File: src/hw/rtl/p2s_pkg.sv
// p2s_pkg: shared types and constants of the premultiplied to straight alpha converter
`default_nettype none

package p2s_pkg;

  // packing of the incoming pixel word
  typedef enum logic [1:0] {
    FmtArgb = 2'd0,
    FmtAbgr = 2'd1,
    FmtXrgb = 2'd2,
    FmtXbgr = 2'd3
  } p2s_fmt_e;

  // quotient bits per colour, divider steps per register stage
  localparam int unsigned QuotBits      = 8;
  localparam int unsigned StepsPerStage = 2;
  localparam int unsigned NumDivStages  = QuotBits / StepsPerStage;

  // colour lanes: 0 red, 1 green, 2 blue
  localparam int unsigned NumLanes = 3;
  localparam int unsigned LaneRed   = 0;
  localparam int unsigned LaneGreen = 1;
  localparam int unsigned LaneBlue  = 2;

  localparam logic [7:0] OpaqueAlpha = 8'hFF;
  localparam logic [7:0] MaxColor    = 8'hFF;

  // per lane divider state: partial remainder and numerator / quotient shifter
  typedef struct packed {
    logic [7:0] rem;
    logic [7:0] nq;
  } p2s_lane_t;

  // one pixel in flight
  typedef struct packed {
    p2s_lane_t [NumLanes-1:0] lane;
    logic [NumLanes-1:0]      sat;
    logic                     zero;
    logic [7:0]               alpha;
    logic                     last;
  } p2s_pix_t;

endpackage

`default_nettype wire

File: src/hw/rtl/premultiplied_to_straight_rgba_unit.sv
// premultiplied_to_straight_rgba_unit: top level, pixel unpremultiply pipeline
//
//   channel  direction  handshake                  payload
//   in       input      in_valid_i / in_stall_o    pixel_word_i, last_in_i
//   out      output     out_valid_o / out_stall_i  red_o, green_o, blue_o,
//                                                  alpha_out_o, last_out_o
//   cfg      input      cfg_valid_i / cfg_ready_o  pixel_format_i
//
// one word per cycle while out_stall_i is low; registers in order: unpack, four divider stages
// of two quotient bits each, output register
// each stage holds its word while the next is full, so bubbles close up under stall
// async active-low reset clears stage valids and sets the format to ARGB
// cfg is always ready; the format applies to words entering after the write
`default_nettype none

module premultiplied_to_straight_rgba_unit (
  input  logic        clk_i,
  input  logic        rst_ni,
  input  logic        cfg_valid_i,
  output logic        cfg_ready_o,
  input  logic [1:0]  pixel_format_i,
  input  logic        in_valid_i,
  output logic        in_stall_o,
  input  logic [31:0] pixel_word_i,
  input  logic        last_in_i,
  output logic        out_valid_o,
  input  logic        out_stall_i,
  output logic [7:0]  red_o,
  output logic [7:0]  green_o,
  output logic [7:0]  blue_o,
  output logic [7:0]  alpha_out_o,
  output logic        last_out_o
);

  localparam int unsigned NumStg = p2s_pkg::NumDivStages;

  p2s_pkg::p2s_fmt_e  fmt_q;
  logic               stg_valid [NumStg+1];
  p2s_pkg::p2s_pix_t  stg_pix   [NumStg+1];
  logic               stg_ready [NumStg+2];
  logic               out_valid_q;
  logic [7:0]         res_d     [p2s_pkg::NumLanes];
  logic [7:0]         res_q     [p2s_pkg::NumLanes];
  logic [7:0]         alpha_q;
  logic               last_q;
  p2s_pkg::p2s_pix_t  fin_pix;

  // format register
  assign cfg_ready_o = 1'b1;

  always_ff @(posedge clk_i or negedge rst_ni) begin
    if (!rst_ni) begin
      fmt_q <= p2s_pkg::FmtArgb;
    end else if (cfg_valid_i && cfg_ready_o) begin
      fmt_q <= p2s_pkg::p2s_fmt_e'(pixel_format_i);
    end
  end

  // unpack stage
  p2s_unpack u_unpack (
    .clk_i        (clk_i),
    .rst_ni       (rst_ni),
    .fmt_i        (fmt_q),
    .valid_i      (in_valid_i),
    .pixel_word_i (pixel_word_i),
    .last_i       (last_in_i),
    .ready_o      (stg_ready[0]),
    .down_ready_i (stg_ready[1]),
    .valid_o      (stg_valid[0]),
    .pix_o        (stg_pix[0])
  );

  assign in_stall_o = !stg_ready[0];

  // divider stages
  for (genvar i = 0; i < NumStg; i++) begin : g_div
    p2s_div_stage u_div (
      .clk_i        (clk_i),
      .rst_ni       (rst_ni),
      .valid_i      (stg_valid[i]),
      .pix_i        (stg_pix[i]),
      .ready_o      (stg_ready[i+1]),
      .down_ready_i (stg_ready[i+2]),
      .valid_o      (stg_valid[i+1]),
      .pix_o        (stg_pix[i+1])
    );
  end

  assign fin_pix = stg_pix[NumStg];

  // zero alpha and saturation select
  always_comb begin
    for (int k = 0; k < p2s_pkg::NumLanes; k++) begin
      if (fin_pix.zero) begin
        res_d[k] = 8'd0;
      end else if (fin_pix.sat[k]) begin
        res_d[k] = p2s_pkg::MaxColor;
      end else begin
        res_d[k] = fin_pix.lane[k].nq;
      end
    end
  end

  // output register
  assign stg_ready[NumStg+1] = !out_valid_q || !out_stall_i;

  always_ff @(posedge clk_i or negedge rst_ni) begin
    if (!rst_ni) begin
      out_valid_q <= 1'b0;
    end else if (stg_ready[NumStg+1]) begin
      out_valid_q <= stg_valid[NumStg];
    end
  end

  always_ff @(posedge clk_i) begin
    if (stg_ready[NumStg+1] && stg_valid[NumStg]) begin
      res_q   <= res_d;
      alpha_q <= fin_pix.alpha;
      last_q  <= fin_pix.last;
    end
  end

  assign out_valid_o = out_valid_q;
  assign red_o       = res_q[p2s_pkg::LaneRed];
  assign green_o     = res_q[p2s_pkg::LaneGreen];
  assign blue_o      = res_q[p2s_pkg::LaneBlue];
  assign alpha_out_o = alpha_q;
  assign last_out_o  = last_q;

`ifndef SYNTH
  // input only backs up when the output word is held
  a_stall_source: assert property (@(posedge clk_i) disable iff (!rst_ni)
    in_stall_o |-> (out_valid_o && out_stall_i))
    else $error("input stalled without a held output word");

  // zero alpha gives zero colour
  a_zero_alpha: assert property (@(posedge clk_i) disable iff (!rst_ni)
    (out_valid_o && (alpha_out_o == 8'd0)) |->
      ((red_o == 8'd0) && (green_o == 8'd0) && (blue_o == 8'd0)))
    else $error("nonzero colour with zero alpha");

  // green lane divider remainder stays below the divisor on the last stage
  a_rem_bound: assert property (@(posedge clk_i) disable iff (!rst_ni)
    (stg_valid[NumStg] && !fin_pix.zero && !fin_pix.sat[p2s_pkg::LaneGreen]) |->
      (fin_pix.lane[p2s_pkg::LaneGreen].rem < fin_pix.alpha))
    else $error("divider remainder out of range");

  // opaque words give green no greater than full scale
  a_opaque_pass: assert property (@(posedge clk_i) disable iff (!rst_ni)
    (out_valid_o && (alpha_out_o == p2s_pkg::OpaqueAlpha)) |->
      (green_o <= p2s_pkg::MaxColor))
    else $error("opaque word out of range");
`endif

endmodule

`default_nettype wire

File: src/hw/rtl/p2s_unpack.sv
// p2s_unpack: format decode and dividend setup, first pipeline stage
`default_nettype none

module p2s_unpack (
  input  logic                clk_i,
  input  logic                rst_ni,
  input  p2s_pkg::p2s_fmt_e   fmt_i,
  input  logic                valid_i,
  input  logic [31:0]         pixel_word_i,
  input  logic                last_i,
  output logic                ready_o,
  input  logic                down_ready_i,
  output logic                valid_o,
  output p2s_pkg::p2s_pix_t   pix_o
);

  logic               valid_q;
  p2s_pkg::p2s_pix_t  pix_q, pix_d;
  logic               carries_a, red_high;
  logic [7:0]         alpha;
  logic [7:0]         col   [p2s_pkg::NumLanes];
  logic [15:0]        num   [p2s_pkg::NumLanes];

  // format decode
  assign carries_a = (fmt_i == p2s_pkg::FmtArgb) || (fmt_i == p2s_pkg::FmtAbgr);
  assign red_high  = (fmt_i == p2s_pkg::FmtArgb) || (fmt_i == p2s_pkg::FmtXrgb);
  assign alpha     = carries_a ? pixel_word_i[31:24] : p2s_pkg::OpaqueAlpha;

  assign col[p2s_pkg::LaneRed]   = red_high ? pixel_word_i[23:16] : pixel_word_i[7:0];
  assign col[p2s_pkg::LaneGreen] = pixel_word_i[15:8];
  assign col[p2s_pkg::LaneBlue]  = red_high ? pixel_word_i[7:0] : pixel_word_i[23:16];

  // dividend c*255 + a/2, quotient saturates when c >= a
  always_comb begin
    pix_d       = '0;
    pix_d.alpha = alpha;
    pix_d.zero  = (alpha == 8'd0);
    pix_d.last  = last_i;
    for (int k = 0; k < p2s_pkg::NumLanes; k++) begin
      num[k] = {col[k], 8'h00} - {8'h00, col[k]} + {9'h000, alpha[7:1]};
      pix_d.lane[k].rem = num[k][15:8];
      pix_d.lane[k].nq  = num[k][7:0];
      pix_d.sat[k]      = (col[k] >= alpha);
    end
  end

  assign ready_o = !valid_q || down_ready_i;

  // stage valid
  always_ff @(posedge clk_i or negedge rst_ni) begin
    if (!rst_ni) begin
      valid_q <= 1'b0;
    end else if (ready_o) begin
      valid_q <= valid_i;
    end
  end

  // stage payload
  always_ff @(posedge clk_i) begin
    if (ready_o && valid_i) begin
      pix_q <= pix_d;
    end
  end

  assign valid_o = valid_q;
  assign pix_o   = pix_q;

endmodule

`default_nettype wire

File: src/hw/rtl/p2s_div_stage.sv
// p2s_div_stage: one register stage of the restoring divider, all colour lanes
`default_nettype none

module p2s_div_stage (
  input  logic                clk_i,
  input  logic                rst_ni,
  input  logic                valid_i,
  input  p2s_pkg::p2s_pix_t   pix_i,
  output logic                ready_o,
  input  logic                down_ready_i,
  output logic                valid_o,
  output p2s_pkg::p2s_pix_t   pix_o
);

  logic               valid_q;
  p2s_pkg::p2s_pix_t  pix_q, pix_d;

  // restoring division steps, one quotient bit each
  always_comb begin
    logic [8:0] t;
    logic [7:0] r;
    logic [7:0] nq;
    pix_d = pix_i;
    t     = '0;
    for (int k = 0; k < p2s_pkg::NumLanes; k++) begin
      r  = pix_i.lane[k].rem;
      nq = pix_i.lane[k].nq;
      for (int s = 0; s < p2s_pkg::StepsPerStage; s++) begin
        t = {r, nq[7]};
        if (t >= {1'b0, pix_i.alpha}) begin
          t  = t - {1'b0, pix_i.alpha};
          r  = t[7:0];
          nq = {nq[6:0], 1'b1};
        end else begin
          r  = t[7:0];
          nq = {nq[6:0], 1'b0};
        end
      end
      pix_d.lane[k].rem = r;
      pix_d.lane[k].nq  = nq;
    end
  end

  assign ready_o = !valid_q || down_ready_i;

  // stage valid
  always_ff @(posedge clk_i or negedge rst_ni) begin
    if (!rst_ni) begin
      valid_q <= 1'b0;
    end else if (ready_o) begin
      valid_q <= valid_i;
    end
  end

  // stage payload
  always_ff @(posedge clk_i) begin
    if (ready_o && valid_i) begin
      pix_q <= pix_d;
    end
  end

  assign valid_o = valid_q;
  assign pix_o   = pix_q;

endmodule

`default_nettype wire
File: config.mk
export PLATFORM = sky130hd
export DESIGN_NAME = premultiplied_to_straight_rgba_unit
export DESIGN_NICKNAME = d
export VERILOG_FILES = /design/src/hw/rtl/p2s_pkg.sv /design/src/hw/rtl/premultiplied_to_straight_rgba_unit.sv /design/src/hw/rtl/p2s_unpack.sv /design/src/hw/rtl/p2s_div_stage.sv
export SDC_FILE = /design/constraint.sdc
export NUM_CORES = 1
export LEC_CHECK = 0
export CAP_MARGIN = 20
export CORE_ASPECT_RATIO = 1.2
export CORE_MARGIN = 2
export CORE_UTILIZATION = 55
export DETAILED_ROUTE_END_ITERATION = 6
export DONT_BUFFER_PORTS = 1
export PLACE_DENSITY_LB_ADDON = 0.25
export SYNTH_ARGS = -nofsm -noshare
export SYNTH_HDL_FRONTEND = slang
export SYNTH_SLANG_ARGS = --single-unit
File: constraint.sdc
create_clock -name clk_i -period 4.85 [get_ports clk_i]
set_input_delay 0.97 -clock clk_i [delete_from_list [all_inputs] [get_ports clk_i]]
set_output_delay 0.97 -clock clk_i [all_outputs]
set_load 0.02 [all_outputs]
## After elaboration in Yosys (flattened, before gate mapping)

Index checks and enable logic that the tools add are counted.

- Eq/ne operators: 2
- Order comparisons: 27
- Reduce and logical (&&, ||, !) cells: 24
- Multiplexer cells: 51
- $add $sub $neg: 27

Operator list:

| kind | count |
|---|---|
| greater-or-equal comparator 9 x 8 -> 1 bit | 24 |
| two-way mux 8 bit | 27 |
| subtractor 8 bit | 21 |
| adder 16 x 7 -> 16 bit | 3 |
| subtractor 16 x 8 -> 16 bit | 3 |
| greater-or-equal comparator 8 bit | 3 |
| two-way mux 1 bit | 24 |
| logical NOT 1 bit | 8 |
| logical NOT 8 bit | 1 |
| logical OR 1 bit | 8 |
| logical AND 1 bit | 6 |
| == test 2 x 1 -> 1 bit, second input constant | 1 |
| == test 2 bit, second input constant | 1 |
| logical NOT 2 bit | 1 |

- Output and inout port bits: 36
- Logic and storage cells: 190
- Register bits: 322
- Input port bits: 40

## Depth between registers and ports, before layout

Gate-level depths: netlist (run 1).

- Depth after elaboration: 8
- Mapped depth: 18
- Gate-level depth less buffers: 17

## Hierarchy

From an unflattened synthesis (run 1), not the netlist that was laid out.

- Cell total of the unflattened synthesis: 2123
- Area total of the unflattened synthesis: 24096.9 µm²

Modules (own cells, without submodules):

| module | area each (µm²) | sequential area each (µm²) | cells each | instances |
|---|---|---|---|---|
| p2s_div_stage at g_div[1].u_div ... | 4615.7 | 1856.8 | 412 | 2 |
| p2s_div_stage at g_div[2].u_div | 4702.0 | 1856.8 | 436 | 1 |
| p2s_div_stage at g_div[0].u_div | 4678.2 | 1856.8 | 422 | 1 |
| p2s_unpack | 4060.1 | 1856.8 | 368 | 1 |
| premultiplied_to_straight_rgba_unit | 1425.1 | 1066.0 | 73 | 1 |

## Worst setup path before layout (run 1)

OpenSTA, ideal clock, no wires.

- Kind: register to register
- Start: register u_unpack.pix_q, in the netlist u_unpack.pix_o[2]
- End: register g_div[0].u_div.pix_q, in the netlist g_div[0].u_div.pix_o[54], data pin
- Period minus slack after synthesis: 4.439 ns
- Cell stages (with the launch flop): 17
- Setup time: 0.260 ns
- Data required time: 4.590 ns
- Arrival: 4.179 ns
- Buffers on the path: 1
- Setup slack: 0.411 ns
- Cells stage by stage: edfxtp_1 > inv_1 > ha_1 > nor2b_1 > o31ai_4 > a311oi_2 > a2111oi_4 > buf_6 > mux2_2 > ha_1 > o21a_1 > o31a_1 > o31a_1 > o31a_1 > nor2_1 > nand2_2 > mux2_2

RTL lines:

| element | line | RTL |
|---|---|---|
| from (decl) | p2s_unpack.sv:18 | `p2s_pkg::p2s_pix_t pix_q, pix_d;` |
| from (signal assigned) | p2s_unpack.sv:61 | `pix_q <= pix_d;` |
| to (signal assigned) | p2s_div_stage.sv:58 | `pix_q <= pix_d;` |
| to (decl) | p2s_div_stage.sv:16 | `p2s_pkg::p2s_pix_t pix_q, pix_d;` |

==> summary.md, run 1 <==
| Metric | Value |
|---|---|
| Status | finished, violations left |
| Failing checks | DRC |
| Final hold slack | 0.124 ns |
| Synth area leaders | edfxtp_1 (44%), ha_1 (14%), mux2_2 (5.0%) |
| Starting Density | 55.3% |
| Synth area leader | edfxtp_1 |
| HP Class | primary input to async pin |
| Placed insts | 2402 |
| Number of synthesized flops with an enable pin | 314 |
| Average cell area after synthesis | 11.2 um^2 |
| Reg clk slew, reported paths | 0.06 ns |
| Cell Area, Synth | 21300 um^2 |
| Initial antenna violation count | 0 |
| Die W | 184 um |
| Vias per cell | 5.83 |
| Crit-path cells | inv_1 > ha_1 > nor2b_1 > o31ai_4 > a311oi_2 > a2111oi_4 > mux2_2 > ha_1 > o21a_1 > o31a_1 > o31a_1 > o31a_1 > nor2_1 > nand2_2 > mux2_2 |
| Synth unique cells | 69 |
| Detailed placement HPWL | 37.1 mm |
| Data required, critical path | 5.12 ns |
| Clock Tree Root | clkbuf_16 |
| Worst Tran Pin Value | 0.948 ns |
| First-pass GRT wire length | 74.3 mm |
| Placement Rows | 79 |
| DR DRC count | 5 |
| Congestion Overflow GR | 0 |
| Max-slew violations | 0 |
| Core area | 38500 um^2 |
| Commonest cells post-synth | edfxtp_1 (314), ha_1 (237), inv_1 (159) |
| Synth warn | 0 |
| # IOs | 76 |
| F_max | 220 MHz |
| Clk_skew | 0.0191 ns |
| Max-slew headroom | 36.8% |
| Peak VDD IR | 0.359 mV |
| Register area share after synthesis | 45.2% |
| Crit. End Element | register |
| Top cell type's share of synthesized area | 44.2% |
| DR WL/cell | 19.0 um |
| Post-Syn Nets | 2199 |
| Port bufs | 0 |
| Crit path DAT | 4.81 ns |
| Mapped Cells | 1898 |
| ANT cells | 0 |
| CP startpoint kind | register |
| Largest fanout on the critical path | 8 |
| Final nets | 2254 |
| H-tree depth | 2 |
| FFs w/ async S/R, synth | 2.48% |
| Non-Filler Instances | 2464 |
| Via count | 14400 |
| Final setup fails | 0 |
| Layout cells sized above 1 | 12.2% |
| Pwr per Cell Area | 679 nW/um^2 |
| Final Hold Viols | 0 |
| Latest clock arrival within the worst-skew pair | 0.53 ns |
| Height of the die | 220 um |
| Final worst path period share | 93.6% |
| Synth-to-layout area growth | 9.16% |
| Initial DRT Pass Iterations | 7 |
| Min Tclk post-route | 4.54 ns |
| Vias in the first global route | 14700 |
| Drt total wl | 46.8 mm |
| Pin count of the biggest net entering global routing | 62 |
| Global placement routability congestion | 0.918 |
| Crit Path Class | register to register |
| Antenna Nets Post-Route | 0 |
| Post-CTS Hold Fix Bufs | 0 |
| TritonCTS clock tree | yes |
| Clock Path Buffers | 3 |
| Fill cells | 3125 |
| LEAKAGE | 9.41 nW |
| Die area | 40400 um^2 |
| Top-count cell post-synth | edfxtp_1 |
| DR iter-0 viols | 700 |
| Max-cap violations | 0 |
| Most frequent cell on the critical path | o31a_1 |
| CTS buffer count | 34 |
| CP peak stage delay | 0.45 ns |
| Clk sinks | 322 |
| Yosys reg bits | 322 |
| Main synth FF type | edfxtp_1 |
| GRT Total Usage | 23.5% |
| CP max-delay cell | a2111oi_4 |
## metrics by stage
step	util [%]	cell area [um^2]	power (W)	TNS [ns]	worst slack, ns
after floorplan	-	21300	0.0114	0	0.411
after global placement	57.4	22100	0.0130	0	0.261
after detailed placement	57.4	22100	0.0132	0	0.181
after CTS	60.2	23200	0.0158	0	0.186
after global routing	60.4	23300	0.0171	-0.00359	-0.00359
final	60.4	23300	0.0158	0	0.310
## worst max-delay path: cells and delay by family, from the launching register on
kind            cells  cell delay (ns)
flops               1             0.39
buf+inv             1             0.23
mux                 2             0.74
simple gates        3             0.45
fa+ha+maj           2             0.65
compound gates      7             1.82
## per-layer routing
layer,track usage (%),vias up,wire length [um]
met5,0,-,0
met4,13.5,0,2980
met1,25.9,6830,18100
met2,43.7,315,24100
li1,-,7107,-
met3,2.76,125,1570
## logic make-up after synthesis
family	after synthesis	synth area share, %
mux	127	6.68
simple gates	442	10.1
flops	322	45.2
compound gates	442	13.6
other cells	1	0.0176
buf+inv	185	3.40
xor+xnor	118	4.85
fa+ha+maj	261	16.2
## worst paths after layout
path | from | to | slack [ns] | cells past startpoint
worst max-delay path | u_unpack.pix_o[2]$_DFFE_PP_ | g_div[0].u_div.pix_o[55]$_DFFE_PP_ | 0.31 | 15
worst min-delay path | rst_ni | fmt_q[0]$_DFFE_PN0P_ | 0.12 | 0
worst max register to register | u_unpack.pix_o[2]$_DFFE_PP_ | g_div[0].u_div.pix_o[55]$_DFFE_PP_ | 0.31 | 15
worst min register to register | g_div[1].u_div.pix_o[11]$_DFFE_PP_ | g_div[2].u_div.pix_o[11]$_DFFE_PP_ | 0.41 | 0
max in group asynchronous | rst_ni | g_div[2].u_div.valid_o$_DFFE_PN0P_ | 4.66 | 0
min in group clk_i | g_div[1].u_div.pix_o[11]$_DFFE_PP_ | g_div[2].u_div.pix_o[11]$_DFFE_PP_ | 0.41 | 0
## sequential cells by signal, summed over array words and instances (netlist names)
| signal | cells |
|---|---|
| alpha_out_o | 8 |
| out_valid_o | 1 |
| g_div.u_div.valid_o | 4 |
| last_out_o | 1 |
| red_o | 8 |
| g_div.u_div.pix_o | 220 |
| fmt_q | 2 |
| u_unpack.pix_o | 61 |
| blue_o | 8 |
| u_unpack.valid_o | 1 |
| green_o | 8 |
## power by group
| part | internal, W | switching [W] | total [W] |
|---|---|---|---|
| combinational | 0.00401 | 0.00445 | 0.00846 |
| clock | 0.00145 | 0.00106 | 0.00252 |
| sequential | 0.00433 | 0.000494 | 0.00482 |
| total | 0.00979 | 0.00601 | 0.0158 |
## final cells by class
class                      count  area, um^2  share of cell area (%)
inverter                     162         612                    2.63
sequential                   322        9630                    41.4
tap                          486         608                    2.61
clock buffer                  40         905                    3.89
clock inverter                21         180                   0.774
multi-input combinational   1391       11000                    47.3
timing repair buffer          42         328                    1.41
## placed cells by master, fill, tap and decap left out, types with 33 or more instances in the layout
| cell | n |
|---|---|
| nor2_1 | 154 |
| clkbuf_16 | 35 |
| nor2b_1 | 44 |
| edfxtp_1 | 314 |
| ha_1 | 237 |
| nand2_1 | 75 |
| nor3_1 | 33 |
| xnor2_1 | 97 |
| inv_1 | 158 |
| a21oi_1 | 117 |
| a21o_1 | 36 |
| mux2_2 | 94 |
| o21ai_0 | 110 |
| buf_4 | 41 |
| o21a_1 | 41 |
## what timing repair did
action	4_1_cts	5_1_grt
setup buffers	0	0
resized for setup	0	7
endpoints found under the setup margin	0	25
(Power assumes the default switching activity.)
==> run 2: changes to the inputs <==
--- a/config.mk
+++ b/config.mk
@@ -12,6 +12,7 @@
 export DETAILED_ROUTE_END_ITERATION = 6
 export DONT_BUFFER_PORTS = 1
 export PLACE_DENSITY_LB_ADDON = 0.25
+export RECOVER_POWER = 50
 export SYNTH_ARGS = -nofsm -noshare
 export SYNTH_HDL_FRONTEND = slang
 export SYNTH_SLANG_ARGS = --single-unit
==> summary.md, run 2 (same netlist as run 1, synthesis figures left out) <==
| Metric | Value |
|---|---|
| Status | finished, violations left |
| Failing checks | capacitance limit, slew limit |
| Max-slew headroom | -113% (-150 points) |
| Crit. End Element | register |
| Setup WS pre-CTS | 0.181 ns (unchanged) |
| H-tree depth | 2 (unchanged) |
| First-pass GRT wire length | 74.3 mm (unchanged) |
| Detailed placement HPWL | 37.1 mm (unchanged) |
| Final hold slack | 0.123 ns (-0.000277 ns) |
| Die W | 184 um (unchanged) |
| Final Hold Viols | 0 (unchanged) |
| Clock Path Buffers | 3 (unchanged) |
| LEAKAGE | 9.36 nW (-0.48%) |
| Non-Filler Instances | 2464 (unchanged) |
| HP Class | primary input to async pin |
| DR DRC count | 0 (-5) |
| Clock Tree Root | clkbuf_16 |
| GRT Total Usage | 23.5% (unchanged) |
| Dpl cell area | 22100 um^2 (unchanged) |
| ANT cells | 0 (unchanged) |
| Min Tclk post-route | 4.54 ns (+0.00398 ns) |
| Global placement routability congestion | 0.918 (unchanged) |
| Post-CTS Hold Fix Bufs | 0 (unchanged) |
| Worst Setup SP | u_unpack.pix_o[2]$_DFFE_PP_ |
| Data required, critical path | 5.12 ns (about the same) |
| Final worst-path setup slack | 0.306 ns (-0.00398 ns) |
| Reg clk slew, reported paths | 0.06 ns (about the same) |
| Largest fanout on the critical path | 8 (unchanged) |
| Antenna Nets Post-Route | 0 (unchanged) |
| Fill cells | 3130 (+0.16%) |
| Peak VDD IR | 0.359 mV (-0.15%) |
| Cts repair resizes | 0 (unchanged) |
| Max-cap violations | 4 (+4) |
| Clk sinks | 322 (unchanged) |
| Final setup fails | 0 (unchanged) |
| Layout cells sized above 1 | 11.4% (-0.81 points) |
| Core area | 38500 um^2 (unchanged) |
| Postcts setup bufs | 0 (unchanged) |
| Crit Reg-Reg Startpoint | u_unpack.pix_o[2]$_DFFE_PP_ |
| Via count | 14400 (+0.13%) |
| Crit path DAT | 4.81 ns (about the same) |
| Drt total wl | 46.9 mm (+0.17%) |
| DR WL/cell | 19.0 um (+0.17%) |
| Synth-to-layout area growth | 8.93% |
| Clk_skew | 0.0191 ns (-0.0000203 ns) |
| Reg2reg end | g_div[0].u_div.pix_o[55]$_DFFE_PP_ |
| Starting Density | 55.3% (unchanged) |
| # IOs | 76 (unchanged) |
| Vias in the first global route | 14700 (unchanged) |
| Vias per cell | 5.84 (+0.13%) |
| Initial antenna violation count | 0 (unchanged) |
| Congestion Overflow GR | 0 (unchanged) |
| TritonCTS clock tree | yes |
| Placement Rows | 79 (unchanged) |
| Final nets | 2254 (unchanged) |
| Pwr per Cell Area | 680 nW/um^2 (+0.21%) |
| Port bufs | 0 (unchanged) |
| F_max | 220 MHz (about the same) |
| Finished Cell Area | 23200 um^2 (-0.21%) |
| Setup slack, reg-to-reg | 0.31 ns (about the same) |
| Placed insts | 2402 (unchanged) |
| Pin count of the biggest net entering global routing | 62 (unchanged) |
| CTS buffer count | 34 (unchanged) |
| Height of the die | 220 um (unchanged) |
| DR iter-0 viols | 723 (+3.3%) |
| Most common cell after layout, fill and taps aside | edfxtp_1 |
| Worst Tran Pin Value | 3.20 ns (+2.25 ns) |
| Max reg flops | 220 (unchanged) |
| CP startpoint kind | register |
| Commonest cells after routing, fill and taps aside | edfxtp_1 (314), ha_1 (237), inv_1 (158), nor2_1 (154), a21oi_1 (117) |
| Crit Path Class | register to register |
| R2R depth | 15 (unchanged) |
| Max-slew violations | 161 (+161) |
| Initial DRT Pass Iterations | 6 (-1) |
| Die area | 40400 um^2 (unchanged) |
| Overall power | 0.0158 W (about the same) |
| Latest clock arrival within the worst-skew pair | 0.54 ns (about the same) |
| Final worst path period share | 93.7% (about the same) |
## run 2: metal layers
| metal | GRT usage (%) | part of all wire, % | vias to the layer above |
|---|---|---|---|
| li1 | - | - | 7110 |
| met1 | 25.9 | 39 | 6860 |
| met2 | 43.7 | 51 | 300 |
| met3 | 2.76 | 2.9 | 125 |
| met4 | 13.5 | 6.3 | 0 |
| met5 | 0 | 0 | - |
## run 2: worst max-delay path by stage
| stage | slack (ns) | cells after the start | end |
|---|---|---|---|
| 2_1_floorplan | 0.41 | 16 | g_div[0].u_div.pix_o[54]$_DFFE_PP_ |
| 3_3_place_gp | 0.26 | 15 | g_div[1].u_div.pix_o[55]$_DFFE_PP_ |
| 3_5_place_dp | 0.18 | 16 | g_div[1].u_div.pix_o[58]$_DFFE_PP_ |
| 4_1_cts | 0.19 | 16 | g_div[1].u_div.pix_o[55]$_DFFE_PP_ |
| 5_1_grt | -0.004 | 17 | g_div[0].u_div.pix_o[24]$_DFFE_PP_ |
| 6_report | 0.31 | 15 | g_div[0].u_div.pix_o[55]$_DFFE_PP_ |
## run 2: report_power, final
group | internal [W] | switching (W) | total [W] | leakage (nW)
Combinational | 0.00400 | 0.00445 | 0.00845 | 5.71
Sequential | 0.00434 | 0.000493 | 0.00483 | 3.12
Clock | 0.00145 | 0.00107 | 0.00252 | 0.533
Total | 0.00979 | 0.00600 | 0.0158 | 9.36
## run 2: stage by stage
stage | utilization [%] | setup TNS [ns]
4_1_cts | 60.2 | 0
2_1_floorplan | - | 0
6_report | 60.2 | 0
5_1_grt | 60.2 | -0.00359
3_3_place_gp | 57.4 | 0
3_5_place_dp | 57.4 | 0
## run 2: worst max-delay path: stages (launching register included)
cell and delay, ns:
edfxtp_1 0.39, inv_1 0.23, ha_1 0.30, nor2b_1 0.17
o31ai_4 0.32, a311oi_2 0.19, a2111oi_4 0.45, mux2_2 0.41
ha_1 0.35, o21a_1 0.20, o31a_1 0.12, o31a_1 0.28
o31a_1 0.26, nor2_1 0.13, nand2_2 0.15, mux2_2 0.33
## run 2: final cells by class
class                   instances  area [um^2]  area share, %
repair buffers                 42          293           1.26
well taps                     486          608           2.62
flip-flops and latches        322         9630           41.5
inverters                     162          612           2.63
clock buffers                  40          905           3.90
clock inverters                21          180          0.776
multi-input cells            1391        11000           47.3
==> run 3: changes to the inputs <==
--- a/config.mk
+++ b/config.mk
@@ -6,9 +6,11 @@
 export NUM_CORES = 1
 export LEC_CHECK = 0
 export CAP_MARGIN = 20
+export CELL_PAD_IN_SITES_DETAIL_PLACEMENT = 1
+export CELL_PAD_IN_SITES_GLOBAL_PLACEMENT = 2
 export CORE_ASPECT_RATIO = 1.2
 export CORE_MARGIN = 2
-export CORE_UTILIZATION = 55
+export CORE_UTILIZATION = 40
 export DETAILED_ROUTE_END_ITERATION = 6
 export DONT_BUFFER_PORTS = 1
 export PLACE_DENSITY_LB_ADDON = 0.25
==> constraint.sdc (replaced) <==
create_clock -name clk_i -period 4.12 [get_ports clk_i]
set_input_delay 0.824 -clock clk_i [delete_from_list [all_inputs] [get_ports clk_i]]
set_output_delay 0.824 -clock clk_i [all_outputs]
set_load 0.02 [all_outputs]
==> summary.md, run 3 (same netlist as run 1, synthesis figures left out) <==
| Metric | Value |
|---|---|
| Status | finished, violations left |
| Failing checks | setup timing |
| Min Tclk post-route | 4.14 ns (-0.405 ns) |
| H-tree depth | 2 (unchanged) |
| Largest fanout on the critical path | 8 (unchanged) |
| Port bufs | 0 (unchanged) |
| First-pass GRT wire length | 90.4 mm (+22%) |
| Pin count of the biggest net entering global routing | 62 (unchanged) |
| ANT cells | 0 (unchanged) |
| CP startpoint kind | register |
| Die area | 55200 um^2 (+37%) |
| Initial DRT Pass Iterations | 4 (-2) |
| Final setup fails | 1 (+1) |
| Latest clock arrival within the worst-skew pair | 0.56 ns (+0.02 ns) |
| Layout cells sized above 1 | 25.1% (+14 points) |
| RSZ-0062 raised after global routing | true |
| Post-layout util | 49.6% (-11 points) |
| TritonCTS clock tree | yes |
| Global placement routability congestion | 0.854 (-7.0%) |
| Fill cells | 5647 (+80%) |
| Height of the die | 257 um (+17%) |
| Die W | 215 um (+17%) |
| Commonest cells after routing, fill and taps aside | edfxtp_1 (314), buf_4 (216), ha_1 (208), nor2_1 (150), inv_1 (143) |
| Clock Tree Root | clkbuf_16 |
| DR iter-0 viols | 578 (-20%) |
| Final nets | 2462 (+9.2%) |
| Clk_skew | 0.0169 ns (-0.00222 ns) |
| Multi-input logic area | 11700 um^2 (+6.4%) |
| Placement Rows | 92 (+16%) |
| Final worst path period share | 100% (+6.8 points) |
| Synth-to-layout area growth | 22.3% |
| F_max | 242 MHz (+9.8%) |
| Drt total wl | 58.3 mm (+24%) |
| DR DRC count | 0 (unchanged) |
| Congestion Overflow GR | 0 (unchanged) |
| Most common cell after layout, fill and taps aside | edfxtp_1 |
| Max-cap violations | 0 (-4) |
| Detailed placement HPWL | 46.4 mm (+25%) |
| Vias per cell | 5.31 (-9.1%) |
| Core area | 52600 um^2 (+36%) |
| Max-slew violations | 0 (-100%) |
| Via count | 15400 (+6.7%) |
| HP Class | primary input to register |
| Max reg flops | 220 (unchanged) |
| GRT Total Usage | 20.9% (-2.6 points) |
| Vias in the first global route | 16700 (+14%) |
| Starting Density | 40.5% (-15 points) |
| Data required, critical path | 4.42 ns (-0.70 ns) |
| Final Hold Viols | 0 (unchanged) |
| # IOs | 76 (unchanged) |
| Crit Path Class | register to register |
| CTS buffer count | 38 (+12%) |
| Crit path DAT | 4.44 ns (-0.37 ns) |
| Final worst-path setup slack | -0.0181 ns (-0.325 ns) |
| Reg clk slew, reported paths | 0.06 ns (about the same) |
| Clk sinks | 322 (unchanged) |
| Reg area | 9630 um^2 (unchanged) |
| LEAKAGE | 10.6 nW (+13%) |
| Peak VDD IR | 0.304 mV (-15%) |
| Pwr per Cell Area | 819 nW/um^2 (+20%) |
| Clock Path Buffers | 3 (unchanged) |
| Final hold slack | 0.360 ns (+0.236 ns) |
| Worst Tran Pin Value | 0.912 ns (-2.29 ns) |
| Antenna Nets Post-Route | 0 (unchanged) |
| Initial antenna violation count | 0 (unchanged) |
| Crit. End Element | register |
| DR WL/cell | 20.1 um (+5.8%) |
| Max-slew headroom | 39.2% (+150 points) |
## run 3: changes by cell type in the layout (fill, tap and decap cells not counted), moves of 15 or more
cell | before | now
o21ai_0 | 110 | 94
inv_1 | 158 | 143
ha_4 | 0 | 25
buf_4 | 36 | 216
a21oi_2 | 0 | 17
ha_1 | 237 | 208
a21oi_1 | 117 | 100
## run 3: repair_timing
| item | in CTS | in global routing |
|---|---|---|
| endpoints found under the hold margin | 8 | 0 |
| hold buffers | 1 | 0 |
| pin swaps | 16 | 34 |
| setup buffers | 21 | 21 |
| gates resized for setup | 40 | 117 |
| setup endpoints to repair | 57 | 76 |
## run 3: power breakdown
group | total, W | switching [W] | leakage, nW | internal [W]
combinational | 0.0123 | 0.00613 | 6.88 | 0.00621
clock | 0.00329 | 0.00135 | 0.576 | 0.00193
sequential | 0.00571 | 0.000614 | 3.12 | 0.00510
total | 0.0213 | 0.00810 | 10.6 | 0.0132
## run 3: final cells by class
class | instances | share of cell area, %
Multi-Input combinational cell | 1391 | 44.8
Tap cell | 705 | 3.38
Clock inverter | 21 | 0.782
Inverter | 162 | 2.41
Sequential cell | 322 | 36.9
Timing Repair Buffer | 246 | 7.78
Clock buffer | 47 | 3.86
## run 3: path summary, 6_finish.rpt
kind | cells past startpoint | from | slack (ns) | to
max | 17 | u_unpack.pix_o[7]$_DFFE_PP_ | -0.02 | g_div[0].u_div.pix_o[55]$_DFFE_PP_
min | 0 | last_in_i | 0.36 | u_unpack.pix_o[0]$_DFFE_PP_
max reg2reg | 17 | u_unpack.pix_o[7]$_DFFE_PP_ | -0.02 | g_div[0].u_div.pix_o[55]$_DFFE_PP_
min reg2reg | 0 | g_div[2].u_div.pix_o[46]$_DFFE_PP_ | 0.42 | g_div[3].u_div.pix_o[48]$_DFFE_PP_
max in group asynchronous | 1 | rst_ni | 3.13 | g_div[0].u_div.valid_o$_DFFE_PN0P_
min in group asynchronous | 1 | rst_ni | 0.66 | u_unpack.valid_o$_DFFE_PN0N_
## run 3: stage by stage
stage / power, W / worst slack [ns] / std cells / TNS (ns) / instance area (um^2)
after floorplan: 0.0135 / -0.0246 / 1898 / -0.147 / 21400
after global placement: 0.0167 / -0.0425 / 2783 / -0.386 / 23800
after detailed placement: 0.0172 / -0.177 / 2783 / -4.51 / 23800
after CTS: 0.0208 / -0.0789 / 2873 / -0.357 / 25400
after global routing: 0.0230 / -0.181 / 2894 / -2.99 / 26100
final: 0.0213 / -0.0181 / 2894 / -0.0181 / 26100
## run 3: worst max-delay path, stage by stage, from the launching register on
cell,delay [ns]
edfxtp_1,0.40
inv_2,0.09
buf_12,0.14
ha_1,0.25
buf_4,0.15
o211ai_1,0.12
a311oi_2,0.11
a2111oi_4,0.37
buf_4,0.21
mux2_4,0.33
ha_4,0.22
o21a_1,0.17
o31a_1,0.13
o31a_1,0.31
o31a_1,0.28
nor2_2,0.14
nand2_4,0.11
mux2_4,0.34
## run 3: metal layers
| metal | wire [um] | global-route usage [%] | vias to the layer above |
|---|---|---|---|
| li1 | - | - | 7510 |
| met1 | 22600 | 22.0 | 7527 |
| met2 | 31500 | 40.8 | 207 |
| met3 | 1320 | 2.70 | 118 |
| met4 | 2900 | 9.92 | 0 |
| met5 | 0 | 0 | - |
